<file path="src/rtl/scan_polar_to_cartesian_wall_filter_top_assert.svh">
// Assertion macros for the scan polar to cartesian wall filter block.
`ifndef SCAN_POLAR_TO_CARTESIAN_WALL_FILTER_TOP_ASSERT_SVH
`define SCAN_POLAR_TO_CARTESIAN_WALL_FILTER_TOP_ASSERT_SVH

// Property that is checked only while the block is out of reset.
`define SPCWF_CHECK(label, prop, msg) \
  label: assert property (@(posedge clk) disable iff (rst) prop) \
    else $error(msg);

// Property that is checked at every edge, reset cycles included.
`define SPCWF_CHECK_ALWAYS(label, prop, msg) \
  label: assert property (@(posedge clk) prop) \
    else $error(msg);

`endif

</file>
<file path="src/rtl/spcwf_pkg.sv">
// Shared types, constants and the sine table generator for the scan converter.
package spcwf_pkg;

  // Fixed field widths of the request and point channels.
  localparam int RANGE_W = 16;
  localparam int COORD_W = 17;
  localparam int ANGLE_W = 9;
  localparam int THRESH_W = 18;

  // Trig angle bookkeeping: degrees in one quadrant.
  localparam int QUARTER_STEPS = 90;
  localparam int REM_W = 7;

  // Configuration port.
  localparam int CFG_INDEX_W = 2;
  localparam int CFG_DATA_W = 17;

  // Depth of the queue between front and back.
  localparam int QUEUE_DEPTH = 2;

  // Constants of the fixed-point sine series.
  localparam logic [63:0] PI_Q30 = 64'd3373259426;
  localparam logic [63:0] DEG_HALF_TURN = 64'd180;
  localparam int SERIES_TERMS = 12;

  typedef enum logic [CFG_INDEX_W-1:0] {
    REG_WALL_FILTER_ENABLE = 2'd0,
    REG_WALL_BOUNDARY      = 2'd1,
    REG_WALL_TOLERANCE     = 2'd2
  } reg_index_t;

  typedef enum logic [1:0] {
    QUAD_FIRST  = 2'd0,
    QUAD_SECOND = 2'd1,
    QUAD_THIRD  = 2'd2,
    QUAD_FOURTH = 2'd3
  } quad_t;

  // One classified sample on its way from the front to the back.
  typedef struct packed {
    logic [RANGE_W-1:0] range_sample;
    quad_t              quad;
    logic [REM_W-1:0]   rem;
    logic [ANGLE_W-1:0] angle_degrees;
  } spcwf_item_t;

  // Unsigned 64-bit quotient by shift and subtract; it is evaluated only
  // while the sine table is built at elaboration.
  function automatic logic [63:0] div_u64(input logic [63:0] num, input logic [63:0] den);
    logic [63:0] quo;
    logic [64:0] part;
    quo = '0;
    part = '0;
    for (int i = 63; i >= 0; i--) begin
      part = {part[63:0], num[i]};
      if (part >= {1'b0, den}) begin
        part = part - {1'b0, den};
        quo[i] = 1'b1;
      end
    end
    return quo;
  endfunction

  // Sine of d whole degrees (0 to 90) with fb fraction bits, evaluated at
  // elaboration as a truncated Taylor series in Q30, rounded half up and
  // clamped to one.
  function automatic logic [63:0] quarter_sine(input int unsigned d, input int unsigned fb);
    logic [63:0] x;
    logic [63:0] x2;
    logic [63:0] term;
    logic [63:0] sum;
    logic [63:0] one;
    logic [63:0] r;
    logic [63:0] div;
    x = div_u64(64'(d) * PI_Q30, DEG_HALF_TURN);
    x2 = (x * x) >> 30;
    term = x;
    sum = x;
    one = 64'd1 << fb;
    for (int k = 1; k < SERIES_TERMS; k++) begin
      div = 64'(2 * k) * 64'(2 * k + 1);
      term = (term * x2) >> 30;
      term = div_u64(term, div);
      if (k % 2 == 1) begin
        sum = (sum >= term) ? sum - term : 64'd0;
      end else begin
        sum = sum + term;
      end
    end
    r = (sum + (64'd1 << (29 - fb))) >> (30 - fb);
    return (r > one) ? one : r;
  endfunction

endpackage

</file>
<file path="src/rtl/spcwf_ifs.sv">
// Valid/ready channel interfaces for range samples and cartesian points.
interface spcwf_sample_if;
  logic        valid;
  logic        ready;
  logic [15:0] range_sample;
  logic        scan_start;

  modport source (output valid, output range_sample, output scan_start, input ready);
  modport sink (input valid, input range_sample, input scan_start, output ready);
endinterface

interface spcwf_point_if;
  logic               valid;
  logic               ready;
  logic signed [16:0] point_x;
  logic signed [16:0] point_y;
  logic [8:0]         angle_degrees;

  modport source (output valid, output point_x, output point_y, output angle_degrees,
                  input ready);
  modport sink (input valid, input point_x, input point_y, input angle_degrees,
                output ready);
endinterface

</file>
<file path="src/rtl/spcwf_front.sv">
// Front end: accepts samples, tracks the beam angle and splits it into quadrant terms.
module spcwf_front #(
  parameter int ANGLE_STEPS = 360
) (
  input  logic                     clk,
  input  logic                     rst,
  spcwf_sample_if.sink             sample,
  output logic                     push_valid,
  input  logic                     push_ready,
  output spcwf_pkg::spcwf_item_t   push_item
);
  import spcwf_pkg::*;

  localparam int CW = $clog2(ANGLE_STEPS);
  localparam logic [CW-1:0] LAST_ANGLE = CW'(ANGLE_STEPS - 1);
  localparam logic [REM_W-1:0] LAST_REM = REM_W'(QUARTER_STEPS - 1);

  logic [CW-1:0]    angle_counter;
  logic [CW-1:0]    angle_counter_next;
  quad_t            quad;
  quad_t            quad_next;
  logic [REM_W-1:0] rem;
  logic [REM_W-1:0] rem_next;

  logic [CW-1:0]    angle_cur;
  quad_t            quad_cur;
  logic [REM_W-1:0] rem_cur;
  logic [CW+8:0]    angle_wide;
  logic             accept;

  // The queue decides whether a request can be taken.
  assign sample.ready = push_ready;
  assign push_valid = sample.valid;
  assign accept = sample.valid && push_ready;

  // A scan start forces the beam to angle zero.
  always_comb begin
    angle_cur = sample.scan_start ? '0 : angle_counter;
    quad_cur = sample.scan_start ? QUAD_FIRST : quad;
    rem_cur = sample.scan_start ? '0 : rem;
  end

  // Advance the counter and its quadrant split together, wrapping both at
  // the last angle step.
  always_comb begin
    if (angle_cur == LAST_ANGLE) begin
      angle_counter_next = '0;
      quad_next = QUAD_FIRST;
      rem_next = '0;
    end else if (rem_cur == LAST_REM) begin
      angle_counter_next = angle_cur + 1'b1;
      quad_next = quad_t'(quad_cur + 2'd1);
      rem_next = '0;
    end else begin
      angle_counter_next = angle_cur + 1'b1;
      quad_next = quad_cur;
      rem_next = rem_cur + 1'b1;
    end
  end

  always_ff @(posedge clk) begin
    if (rst) begin
      angle_counter <= '0;
      quad <= QUAD_FIRST;
      rem <= '0;
    end else if (accept) begin
      angle_counter <= angle_counter_next;
      quad <= quad_next;
      rem <= rem_next;
    end
  end

  // The reported angle keeps the low bits of the counter.
  assign angle_wide = {9'd0, angle_cur};

  always_comb begin
    push_item.range_sample = sample.range_sample;
    push_item.quad = quad_cur;
    push_item.rem = rem_cur;
    push_item.angle_degrees = angle_wide[ANGLE_W-1:0];
  end

endmodule

</file>
<file path="src/rtl/spcwf_queue.sv">
// Two-entry queue that decouples the front end from the back end.
module spcwf_queue (
  input  logic                   clk,
  input  logic                   rst,
  input  logic                   in_valid,
  output logic                   in_ready,
  input  spcwf_pkg::spcwf_item_t in_item,
  output logic                   out_valid,
  input  logic                   out_ready,
  output spcwf_pkg::spcwf_item_t out_item
);
  import spcwf_pkg::*;

  localparam int PW = $clog2(QUEUE_DEPTH);
  localparam int CNT_W = $clog2(QUEUE_DEPTH + 1);

  spcwf_item_t      entries [QUEUE_DEPTH];
  logic [PW-1:0]    wr_ptr;
  logic [PW-1:0]    rd_ptr;
  logic [CNT_W-1:0] count;
  logic             push;
  logic             pop;

  assign in_ready = (count != CNT_W'(QUEUE_DEPTH));
  assign out_valid = (count != '0);
  assign push = in_valid && in_ready;
  assign pop = out_valid && out_ready;
  assign out_item = entries[rd_ptr];

  // Pointers and fill count.
  always_ff @(posedge clk) begin
    if (rst) begin
      wr_ptr <= '0;
      rd_ptr <= '0;
      count <= '0;
    end else begin
      if (push) begin
        wr_ptr <= (wr_ptr == PW'(QUEUE_DEPTH - 1)) ? '0 : wr_ptr + 1'b1;
      end
      if (pop) begin
        rd_ptr <= (rd_ptr == PW'(QUEUE_DEPTH - 1)) ? '0 : rd_ptr + 1'b1;
      end
      if (push && !pop) begin
        count <= count + 1'b1;
      end else if (pop && !push) begin
        count <= count - 1'b1;
      end
    end
  end

  // Entry storage.
  always_ff @(posedge clk) begin
    if (push) begin
      entries[wr_ptr] <= in_item;
    end
  end

endmodule

</file>
<file path="src/rtl/spcwf_back.sv">
// Back end: sine table lookup, range scaling, wall filter and output register.
module spcwf_back #(
  parameter int TRIG_FRACTION_BITS = 15
) (
  input  logic                   clk,
  input  logic                   rst,
  input  logic                   item_valid,
  output logic                   item_ready,
  input  spcwf_pkg::spcwf_item_t item,
  input  logic                   filter_enable,
  input  logic signed [17:0]     wall_threshold,
  spcwf_point_if.source          point
);
  import spcwf_pkg::*;

  localparam int MW = TRIG_FRACTION_BITS + 1;
  localparam int PW = RANGE_W + MW;

  typedef logic [MW-1:0] sine_tab_t [0:QUARTER_STEPS];

  function automatic sine_tab_t build_sine_tab();
    sine_tab_t t;
    for (int i = 0; i <= QUARTER_STEPS; i++) begin
      t[i] = MW'(quarter_sine(i, TRIG_FRACTION_BITS));
    end
    return t;
  endfunction

  localparam sine_tab_t SINE_TAB = build_sine_tab();

  logic               adv;
  logic [REM_W-1:0]   rem_c;
  logic [MW-1:0]      s_r;
  logic [MW-1:0]      s_c;
  logic [MW-1:0]      smag;
  logic [MW-1:0]      cmag;
  logic               sneg;
  logic               cneg;

  logic               s1_valid;
  logic [RANGE_W-1:0] s1_range;
  logic [MW-1:0]      s1_smag;
  logic [MW-1:0]      s1_cmag;
  logic               s1_sneg;
  logic               s1_cneg;
  logic [ANGLE_W-1:0] s1_angle;

  logic [PW-1:0]      prod_x;
  logic [PW-1:0]      prod_y;

  logic               s2_valid;
  logic [RANGE_W-1:0] s2_px;
  logic [RANGE_W-1:0] s2_py;
  logic               s2_sneg;
  logic               s2_cneg;
  logic [ANGLE_W-1:0] s2_angle;

  logic [COORD_W-1:0] x_val;
  logic [COORD_W-1:0] y_val;
  logic               keep;

  // The whole pipeline moves when the output register is free or drains.
  assign adv = !point.valid || point.ready;
  assign item_ready = adv;

  // Table lookups for the reduced angle and its complement.
  assign rem_c = REM_W'(QUARTER_STEPS) - item.rem;
  assign s_r = SINE_TAB[item.rem];
  assign s_c = SINE_TAB[rem_c];

  // Quadrant symmetry picks magnitudes and signs.
  always_comb begin
    case (item.quad)
      QUAD_FIRST: begin
        smag = s_r; sneg = 1'b0; cmag = s_c; cneg = 1'b0;
      end
      QUAD_SECOND: begin
        smag = s_c; sneg = 1'b0; cmag = s_r; cneg = 1'b1;
      end
      QUAD_THIRD: begin
        smag = s_r; sneg = 1'b1; cmag = s_c; cneg = 1'b1;
      end
      default: begin
        smag = s_c; sneg = 1'b1; cmag = s_r; cneg = 1'b0;
      end
    endcase
  end

  // Range times trig magnitude, truncated to range units.
  assign prod_x = PW'(s1_range) * PW'(s1_cmag);
  assign prod_y = PW'(s1_range) * PW'(s1_smag);

  // Signed coordinates and the wall test.
  always_comb begin
    x_val = s2_cneg ? -{1'b0, s2_px} : {1'b0, s2_px};
    y_val = s2_sneg ? -{1'b0, s2_py} : {1'b0, s2_py};
    keep = !filter_enable || ($signed({y_val[COORD_W-1], y_val}) > wall_threshold);
  end

  // Stage valid flags and the output valid.
  always_ff @(posedge clk) begin
    if (rst) begin
      s1_valid <= 1'b0;
      s2_valid <= 1'b0;
      point.valid <= 1'b0;
    end else if (adv) begin
      s1_valid <= item_valid;
      s2_valid <= s1_valid;
      point.valid <= s2_valid && keep;
    end
  end

  // Stage payloads.
  always_ff @(posedge clk) begin
    if (adv) begin
      s1_range <= item.range_sample;
      s1_smag <= smag;
      s1_cmag <= cmag;
      s1_sneg <= sneg;
      s1_cneg <= cneg;
      s1_angle <= item.angle_degrees;

      s2_px <= prod_x[TRIG_FRACTION_BITS +: RANGE_W];
      s2_py <= prod_y[TRIG_FRACTION_BITS +: RANGE_W];
      s2_sneg <= s1_sneg;
      s2_cneg <= s1_cneg;
      s2_angle <= s1_angle;

      point.point_x <= $signed(x_val);
      point.point_y <= $signed(y_val);
      point.angle_degrees <= s2_angle;
    end
  end

endmodule

</file>
<file path="src/rtl/scan_polar_to_cartesian_wall_filter_top.sv">
// Converts laser range samples, one per degree step, into cartesian points
// x = range*cos(angle) and y = range*sin(angle), using a fixed-point sine
// table with TRIG_FRACTION_BITS fraction bits and truncating toward zero.
// A scan start flag puts the beam at angle zero; otherwise the angle steps
// by one and wraps at ANGLE_STEPS. With the wall filter on, only points whose
// y is strictly above wall_boundary - wall_tolerance come out. One request is
// taken every cycle while the queue has room: the front end steps the angle
// counter on each accepted request, and the back end is a three-register
// pipeline (table lookup, multiply, sign and filter) that finishes one point
// per cycle while the point channel does not stall. A two-entry queue
// between the halves holds requests and absorbs stalls on the point channel.
// The user must write configuration only while the block is idle; the block does not enforce it.
`include "scan_polar_to_cartesian_wall_filter_top_assert.svh"

module scan_polar_to_cartesian_wall_filter_top #(
  parameter int ANGLE_STEPS = 360,
  parameter int TRIG_FRACTION_BITS = 15
) (
  input  logic                               clk,
  input  logic                               rst,
  spcwf_sample_if.sink                       sample,
  spcwf_point_if.source                      point,
  input  logic                               cfg_we,
  input  logic [spcwf_pkg::CFG_INDEX_W-1:0]  cfg_index,
  input  logic [spcwf_pkg::CFG_DATA_W-1:0]   cfg_data
);
  import spcwf_pkg::*;

  logic                       wall_filter_enable;
  logic signed [COORD_W-1:0]  wall_boundary;
  logic [RANGE_W-1:0]         wall_tolerance;
  logic signed [THRESH_W-1:0] wall_threshold;

  logic        push_valid;
  logic        push_ready;
  spcwf_item_t push_item;
  logic        q_valid;
  logic        q_ready;
  spcwf_item_t q_item;

  // Configuration registers.
  always_ff @(posedge clk) begin
    if (rst) begin
      wall_filter_enable <= 1'b0;
      wall_boundary <= '0;
      wall_tolerance <= '0;
    end else if (cfg_we) begin
      case (reg_index_t'(cfg_index))
        REG_WALL_FILTER_ENABLE: wall_filter_enable <= cfg_data[0];
        REG_WALL_BOUNDARY:      wall_boundary <= $signed(cfg_data[COORD_W-1:0]);
        REG_WALL_TOLERANCE:     wall_tolerance <= cfg_data[RANGE_W-1:0];
        default: begin
        end
      endcase
    end
  end

  // Filter threshold: boundary minus tolerance, one bit wider.
  assign wall_threshold = $signed({wall_boundary[COORD_W-1], wall_boundary})
                        - $signed({2'b00, wall_tolerance});

  spcwf_front #(
    .ANGLE_STEPS(ANGLE_STEPS)
  ) u_front (
    .clk        (clk),
    .rst        (rst),
    .sample     (sample),
    .push_valid (push_valid),
    .push_ready (push_ready),
    .push_item  (push_item)
  );

  spcwf_queue u_queue (
    .clk       (clk),
    .rst       (rst),
    .in_valid  (push_valid),
    .in_ready  (push_ready),
    .in_item   (push_item),
    .out_valid (q_valid),
    .out_ready (q_ready),
    .out_item  (q_item)
  );

  spcwf_back #(
    .TRIG_FRACTION_BITS(TRIG_FRACTION_BITS)
  ) u_back (
    .clk            (clk),
    .rst            (rst),
    .item_valid     (q_valid),
    .item_ready     (q_ready),
    .item           (q_item),
    .filter_enable  (wall_filter_enable),
    .wall_threshold (wall_threshold),
    .point          (point)
  );

  // Every point that leaves with the filter on lies above the threshold.
  `SPCWF_CHECK(a_wall_filter, point.valid && wall_filter_enable |-> ($signed({point.point_y[COORD_W-1], point.point_y}) > wall_threshold), "point below wall threshold was emitted")

  // A beam at angle zero lies on the positive x axis.
  `SPCWF_CHECK(a_zero_angle, (ANGLE_STEPS <= 360) && point.valid && point.angle_degrees == 9'd0 |-> point.point_y == 17'sd0 && !point.point_x[COORD_W-1], "angle zero point off the x axis")

  // A beam at ninety degrees lies on the y axis.
  `SPCWF_CHECK(a_right_angle, (ANGLE_STEPS <= 360) && point.valid && point.angle_degrees == 9'd90 |-> point.point_x == 17'sd0, "ninety degree point off the y axis")

  // Reset empties the pipeline and opens the request side.
  `SPCWF_CHECK_ALWAYS(a_reset_clears, rst |=> !point.valid && sample.ready, "reset left the block busy")

endmodule

</file>
<file path="src/flat_wrapper.sv">
// flat-port wrapper written by rule: the top's interface ports become plain ports
module scan_polar_to_cartesian_wall_filter_top_flat import spcwf_pkg::*;
#(
  parameter int ANGLE_STEPS = 360,
  parameter int TRIG_FRACTION_BITS = 15
)
  (clk, rst, cfg_we, cfg_index, cfg_data, sample_valid, sample_range_sample, sample_scan_start, sample_ready, point_valid, point_point_x, point_point_y, point_angle_degrees, point_ready);
  spcwf_sample_if sample_i ();
  spcwf_point_if point_i ();
  input  logic clk;
  input  logic rst;
  input  logic cfg_we;
  input  logic [spcwf_pkg::CFG_INDEX_W-1:0] cfg_index;
  input  logic [spcwf_pkg::CFG_DATA_W-1:0] cfg_data;
  input wire logic [$bits(sample_i.valid)-1:0] sample_valid;
  input wire logic [$bits(sample_i.range_sample)-1:0] sample_range_sample;
  input wire logic [$bits(sample_i.scan_start)-1:0] sample_scan_start;
  output wire logic [$bits(sample_i.ready)-1:0] sample_ready;
  output wire logic [$bits(point_i.valid)-1:0] point_valid;
  output wire logic [$bits(point_i.point_x)-1:0] point_point_x;
  output wire logic [$bits(point_i.point_y)-1:0] point_point_y;
  output wire logic [$bits(point_i.angle_degrees)-1:0] point_angle_degrees;
  input wire logic [$bits(point_i.ready)-1:0] point_ready;
  assign sample_i.valid = sample_valid;
  assign sample_i.range_sample = sample_range_sample;
  assign sample_i.scan_start = sample_scan_start;
  assign sample_ready = sample_i.ready;
  assign point_valid = point_i.valid;
  assign point_point_x = point_i.point_x;
  assign point_point_y = point_i.point_y;
  assign point_angle_degrees = point_i.angle_degrees;
  assign point_i.ready = point_ready;
  scan_polar_to_cartesian_wall_filter_top #(.ANGLE_STEPS(ANGLE_STEPS), .TRIG_FRACTION_BITS(TRIG_FRACTION_BITS)) u_core (.clk(clk), .rst(rst), .sample(sample_i), .point(point_i), .cfg_we(cfg_we), .cfg_index(cfg_index), .cfg_data(cfg_data));
endmodule
</file>
<file path="config.mk">
export PLATFORM = sky130hd
export DESIGN_NAME = scan_polar_to_cartesian_wall_filter_top_flat
export DESIGN_NICKNAME = d
export VERILOG_FILES = /design/src/rtl/spcwf_pkg.sv /design/src/rtl/spcwf_ifs.sv /design/src/rtl/spcwf_front.sv /design/src/rtl/spcwf_queue.sv /design/src/rtl/spcwf_back.sv /design/src/rtl/scan_polar_to_cartesian_wall_filter_top.sv /design/src/flat_wrapper.sv
export VERILOG_INCLUDE_DIRS = /design/src /design/src/rtl
export SDC_FILE = /design/constraint.sdc
export NUM_CORES = 2
export LEC_CHECK = 0
export ABC_CLOCK_PERIOD_IN_PS = 13710
export BUFFER_PORTS_ARGS = -buffer_cell sky130_fd_sc_hd__buf_2
export CORE_ASPECT_RATIO = 0.75
export CORE_MARGIN = 4
export CORE_UTILIZATION = 40
export CTS_CLUSTER_SIZE = 30
export DETAILED_ROUTE_END_ITERATION = 6
export SKIP_CTS_REPAIR_TIMING = 1
export SYNTH_ARGS = -nofsm -noshare
export SYNTH_HDL_FRONTEND = slang
export SYNTH_SLANG_ARGS = --single-unit
</file>
<file path="constraint.sdc">
create_clock -name clk -period 13.71 [get_ports clk]
set_input_delay 0.6855 -clock clk [delete_from_list [all_inputs] [get_ports clk]]
set_output_delay 0.6855 -clock clk [all_outputs]
set_load 0.05 [all_outputs]
</file>
# Word-level counts from Yosys, hierarchy flattened
# Memory sizes are Yosys's and may differ from the RTL's. A register that Yosys moved wholly into a read port is not among the register bits.
# Cells that the tools add are included.
[word_totals]
register_bits = 204
ramBits = 68
romBits = 4096
in_bits = 41
output_inout_bits = 45
word_cells = 102
n_memories = 3
[memory_table]
columns = ["memory", "depth", "width", "rd", "rd_clocked_by_memory_dff", "wr", "line", "rtl"]
rows = [
  ["(name not given)", 128, 16, 1, 0, 0, "spcwf_back.sv:69", "assign s_c = SINE_TAB[rem_c];"],
  ["(name not given)", 128, 16, 1, 0, 0, "spcwf_back.sv:68", "assign s_r = SINE_TAB[item.rem];"],
  ["u_core.u_queue.entries", 2, 34, 1, 1, 1, "spcwf_queue.sv:17", "spcwf_item_t entries [QUEUE_DEPTH];"],
]
[op_classes]
n_addsub = 11
multipliers = 2
magnitude_cmp = 3
n_eq_ne = 7
mux = 26
bitwise = 2
reduce_logical = 21
[op_table]
columns = ["operator", "count"]
rows = [
  ["2-to-1 mux 16 bit", 7],
  ["multiplier 16 x 16 -> 31 bit", 2],
  ["negation 16 -> 17 bit", 2],
  ["2-to-1 mux 7 bit", 3],
  ["> comparator 17 x 18 -> 1 bit", 1],
  ["2-to-1 mux 9 bit", 2],
  ["subtractor 17 x 17 -> 18 bit", 1],
  ["2-to-1 mux 17 bit", 1],
  ["greater-or-equal comparator 8 bit, second input constant", 2],
  ["NOT 7 -> 8 bit", 2],
  ["2-to-1 mux 2 bit", 5],
  ["adder 9 x 1 -> 9 bit, second input constant", 1],
  ["== test 9 bit, second input constant", 1],
  ["2-to-1 mux 1 bit", 8],
  ["adder 7 x 1 -> 7 bit, second input constant", 1],
  ["== test 7 bit, second input constant", 1],
  ["subtractor 7 bit, first input constant", 1],
  ["AND reduction 2 bit", 3],
  ["OR reduction 2 bit", 3],
  ["logical AND 1 bit", 5],
  ["adder 2 x 1 -> 2 bit, second input constant", 2],
  ["== test 2 x 1 -> 1 bit, second input constant", 2],
  ["== test 2 bit, second input constant", 2],
  ["zero test 1 bit", 4],
  ["other kinds (6)", 10],
]

# Depth between registers and ports, before layout
[depth]
depth_word = 6
depth_mapped = 23
depth_no_buf = 22

# Hierarchy
# Synthesis repeated with hierarchy kept, for this count alone.
[unflattened]
hier_cells = 3346
hier_area_um2 = 31496.5
[by_module_without_submodules]
columns = ["mod", "n_inst", "cells_each", "area_each_um2", "seq_area_each_um2"]
rows = [
  ["spcwf_back", 1, 2772, 25428.1, 4414.2],
  ["spcwf_queue", 1, 130, 2675.1, 2142.1],
  ["scan_polar_to_cartesian_wall_filter_top", 1, 293, 2143.3, 680.7],
  ["spcwf_front", 1, 151, 1249.9, 360.3],
]

# Worst setup path after synthesis
# No wires, ideal clock.
[synth_timing]
kind = "in2reg"
start = "input port point_ready"
end = "register u_core.u_queue.count[1]"
setup_ns = 0.070
arrival_time_ns = 6.235
required_time_ns = 13.640
path_slack_ns = 7.404
path_stages = 5
path_buffers = 0
cell_sequence = "nand2b_1 > o21ai_0 > ha_1 > or3_1 > a21oi_1"
[synth_between]
elab_chain_len = 5
word_cells_on_any_way = 7
classes_between = "mux (1); reduce/logical (6)"
[synth_rtl]
columns = ["element", "line", "rtl"]
rows = [
  ["start, declared", "flat_wrapper.sv:23", "input wire logic [$bits(point_i.ready)-1:0] point_ready;"],
  ["logical OR 1 bit (*)", "spcwf_back.sv:63", "assign adv = !point.valid || point.ready;"],
  ["logical AND 1 bit (*)", "spcwf_queue.sv:27", "assign pop = out_valid && out_ready;"],
  ["zero test 1 bit", "spcwf_queue.sv:43", "if (push && !pop) begin"],
  ["logical AND 1 bit", "spcwf_queue.sv:43", ""],
  ["2-to-1 mux 2 bit / nonzero test 2 bit (equally long branches)", "--", ""],
  ["end signal, assigned", "spcwf_queue.sv:44", "count <= count + 1'b1;"],
  ["end signal, assigned", "spcwf_queue.sv:46", "count <= count - 1'b1;"],
  ["end, declared", "spcwf_queue.sv:20", "logic [CNT_W-1:0] count;"],
]
# Mark *: on every way between the ends. The rest lies on a longest branch, timed or not.
# A chain may end at the register's enable or synchronous reset.

# Worst setup path after layout
[layout_timing]
start = "register u_core.u_back.s1_cmag[10]"
end = "register u_core.u_back.s2_px[8], data pin"
[layout_between]
elab_chain_len = 1
[layout_rtl]
columns = ["element", "line", "rtl"]
rows = [
  ["start, declared", "spcwf_back.sv:43", "logic [MW-1:0] s1_cmag;"],
  ["start signal, assigned", "spcwf_back.sv:118", "s1_cmag <= cmag;"],
  ["multiplier 16 x 16 -> 31 bit", "spcwf_back.sv:90", "assign prod_x = PW'(s1_range) * PW'(s1_cmag);"],
  ["net u_core.u_back.prod_x[23]", "spcwf_back.sv:48", "logic [PW-1:0] prod_x;"],
  ["end signal, assigned", "spcwf_back.sv:123", "s2_px <= prod_x[TRIG_FRACTION_BITS +: RANGE_W];"],
  ["end, declared", "spcwf_back.sv:52", "logic [RANGE_W-1:0] s2_px;"],
]
# The timed path passes the listed nets, and every way through them passes these cells.

==> flow_summary.toml <==
[setup_path]
cp_data_arrival_time_ps = 6970
startpoint_type = "register"
timing.critical_path.mode_cell = "fa_1"
path_cells = "and2_1 -> fa_1 -> inv_1 -> fa_1 -> inv_1 -> fa_1 -> fa_1 -> fa_1 -> inv_1 -> fa_1 -> inv_1 -> ha_1 -> nand2_1 -> or3_1 -> a31oi_1 -> o21ai_0 -> o21ai_0 -> a21oi_1 -> xnor2_1"
crit_type = "reg2reg"
critPathTopFamily = "adder cells"
cp_max_fo = 16
critPathCaptureType = "register"
rr_startpoint = "u_core.u_back.s1_cmag[10]"
critPathLaunch = "u_core.u_back.s1_cmag[10]"
critPathBufInv = 4
cpMaxStageDelayCell = "edfxtp_1"
slowest_delay_ps = 690
worstPathRequired_ps = 13990

[timing]
finalSetupTns_ps = 0
maxSlewViolCount = 0
finalClockSkew_ps = 24.4
clock.fmax_mhz = 150
tightest_slew_ps = 1150
maxSlewHeadroom_pct = 22.7
setup-violations-final = 0
min_period_over_period_pct = 48.8
layout_min_cycle_time_ps = 6680
rsz0062_at_grt = "false"
hold_violations = 0

[synthesis]
avgSynthCellArea_sq_um = 9.41
yosysWarnings = 0
synth.area.top_cells = "fa_1, edfxtp_1, ha_1"
synthArstFlopShare_pct = 0
synth_area_sq_mm = 0.0310
syn_inst = 3298
syn_nets = 3979
synth.distinct_cells = 83
yosys_register_bits = 273
synth_top_area_share_pct = 24.8
ys_seq_area_share_pct = 24.5
synth_ff_type = "edfxtp_1"
synth_edf_count = 213
yosysTopAreaCell = "fa_1"

[global_route]
grt_pass1_vias = 23300
grt_use_met3_pct = 4.07
use_met2_pct = 29.3
grt_max_degree = 66
met1_usage_pct = 28.5
antenna_found_initial = 1
grt-ovfl-total = 0
grt-busiest-layer = "met2"
track_usage_pct = 19.3
grt_pass1_wl_mm = 129

[drt]
first_pass_iters = 5
wirelength_mm = 77.8
post_drt_wl_per_cell_um = 17.9
vias_per_cell = 5.34
postRouteAntennaNets = 0
drc_errors = 0
vias = 23100
drtIter0Drc = 1946

[clock_network]
cts_tree = "built"
clk_path_buf_depth = 3
clk_pin_slew_ps = 60
htreeDepth = 2
root_buffer = "clkbuf_16"
cts_sinks = 273
cts_buffers = 34
clock_latency_ps = 550

[worst_hold_path]
min_from = "sample_range_sample[4]"
holdCritPathClass = "in2reg"

[die]
initial_core_util_pct = 40.4
die_area_sq_mm = 0.0822
core_region_area_sq_mm = 0.0769
io_pins = 86
die_height_um = 249
rows = 88
die_x_um = 330

[final_layout]
final_cell_mix = "nand2_1, inv_1, fa_1"
area_growth_pct = 7.84
final_nets = 3955
finalNonFillerCells = 4336
multi_input_area_sq_mm = 0.0210
mostFrequentLayoutCell = "nand2_1"
regArea_sq_mm = 0.00760
drive_gt1_share_pct = 7.67
nFillCells = 7588

[placement]
numPortBuffers = 85
place_inst = 4273
place_congestion = 0.912
dp_hpwl_mm = 55.4

[status]
status = "completed"

[job]
maxCapViolCount = 0
## worst paths after layout
check,to,slack (ps),depth (start not counted)
worst min register to register,u_core.u_back.point.angle_degrees[6],420,0
worst min-delay path,u_core.u_queue.entries[1][22],330,1
worst max register to register,u_core.u_back.s2_px[8],7030,19
worst max-delay path,u_core.u_back.s2_px[8],7030,19
## per-layer routing
| metal | up-vias | wire, um |
|---|---|---|
| met2 | 685 | 34200 |
| met5 | - | 0 |
| met1 | 11600 | 36400 |
| li1 | 10800 | - |
| met4 | 0 | 1370 |
| met3 | 100 | 5800 |
## per-stage QoR
step                      setup slack (ps)  hold slack, ps  utilization (%)  area [sq um]
final                                 7030             327             43.6         33500
after global routing                  6600             298             43.6         33500
after CTS                             7080             287             43.6         33500
after detailed placement              7130             405             42.1         32400
after global placement                7210             403             42.1         32400
after floorplan                       7400             400                -         31000
## synthesized netlist by cell type (11+ instances only)
cell type / instances
nor3_1: 33
nor2b_1: 23
a311oi_1: 16
o31ai_1: 15
nand2b_1: 14
ha_1: 255
nor2_1: 126
nand2_1: 503
and3_1: 14
inv_1: 478
or3_1: 11
xor2_1: 23
a21o_1: 27
nand3_1: 37
dfxtp_1: 60
o311ai_0: 15
mux2_2: 38
nand4_1: 15
mux2i_1: 22
buf_2: 12
xnor2_1: 79
a21oi_1: 149
a31oi_1: 32
clkbuf_1: 156
fa_1: 385
a211oi_1: 25
o211ai_1: 19
and2_1: 226
o21ai_0: 95
edfxtp_1: 213
buf_1: 11
## kinds of logic (layout without fill, tap and decap cells)
logic type / Yosys count / count (layout) / share of synthesized area [%]
other: 0 / 1 / 0
adder cells (fa/ha/maj): 640 / 640 / 35.1
AO/OA/AOI/OAI: 509 / 509 / 10.7
multiplexers: 71 / 71 / 2.81
AND/OR/NAND/NOR: 1034 / 1034 / 15.6
flip-flops: 273 / 273 / 24.5
XOR/XNOR: 105 / 105 / 3.07
buffers and inverters: 666 / 668 / 8.21
## state kept, by name (all words and copies together) (netlist names), 17 cells and up, named ones only
| name | flops |
|---|---|
| u_core.u_queue.entries | 68 |
| u_core.u_back.point.point_x | 17 |
| u_core.u_back.point.point_y | 17 |
| u_core.wall_boundary | 17 |
## area by class of cell
cell class | instances | area share, %
clock buffer | 43 | 2.70
inverter | 482 | 5.41
timing repair buffer | 124 | 2.15
tap | 1035 | 3.87
antenna | 1 | 0.00748
clock inverter | 19 | 0.568
multi-input combinational | 2359 | 62.6
sequential | 273 | 22.7
Power is not shown: default switching activity piles up to over one toggle a cycle in this logic, so the estimate is an artifact.
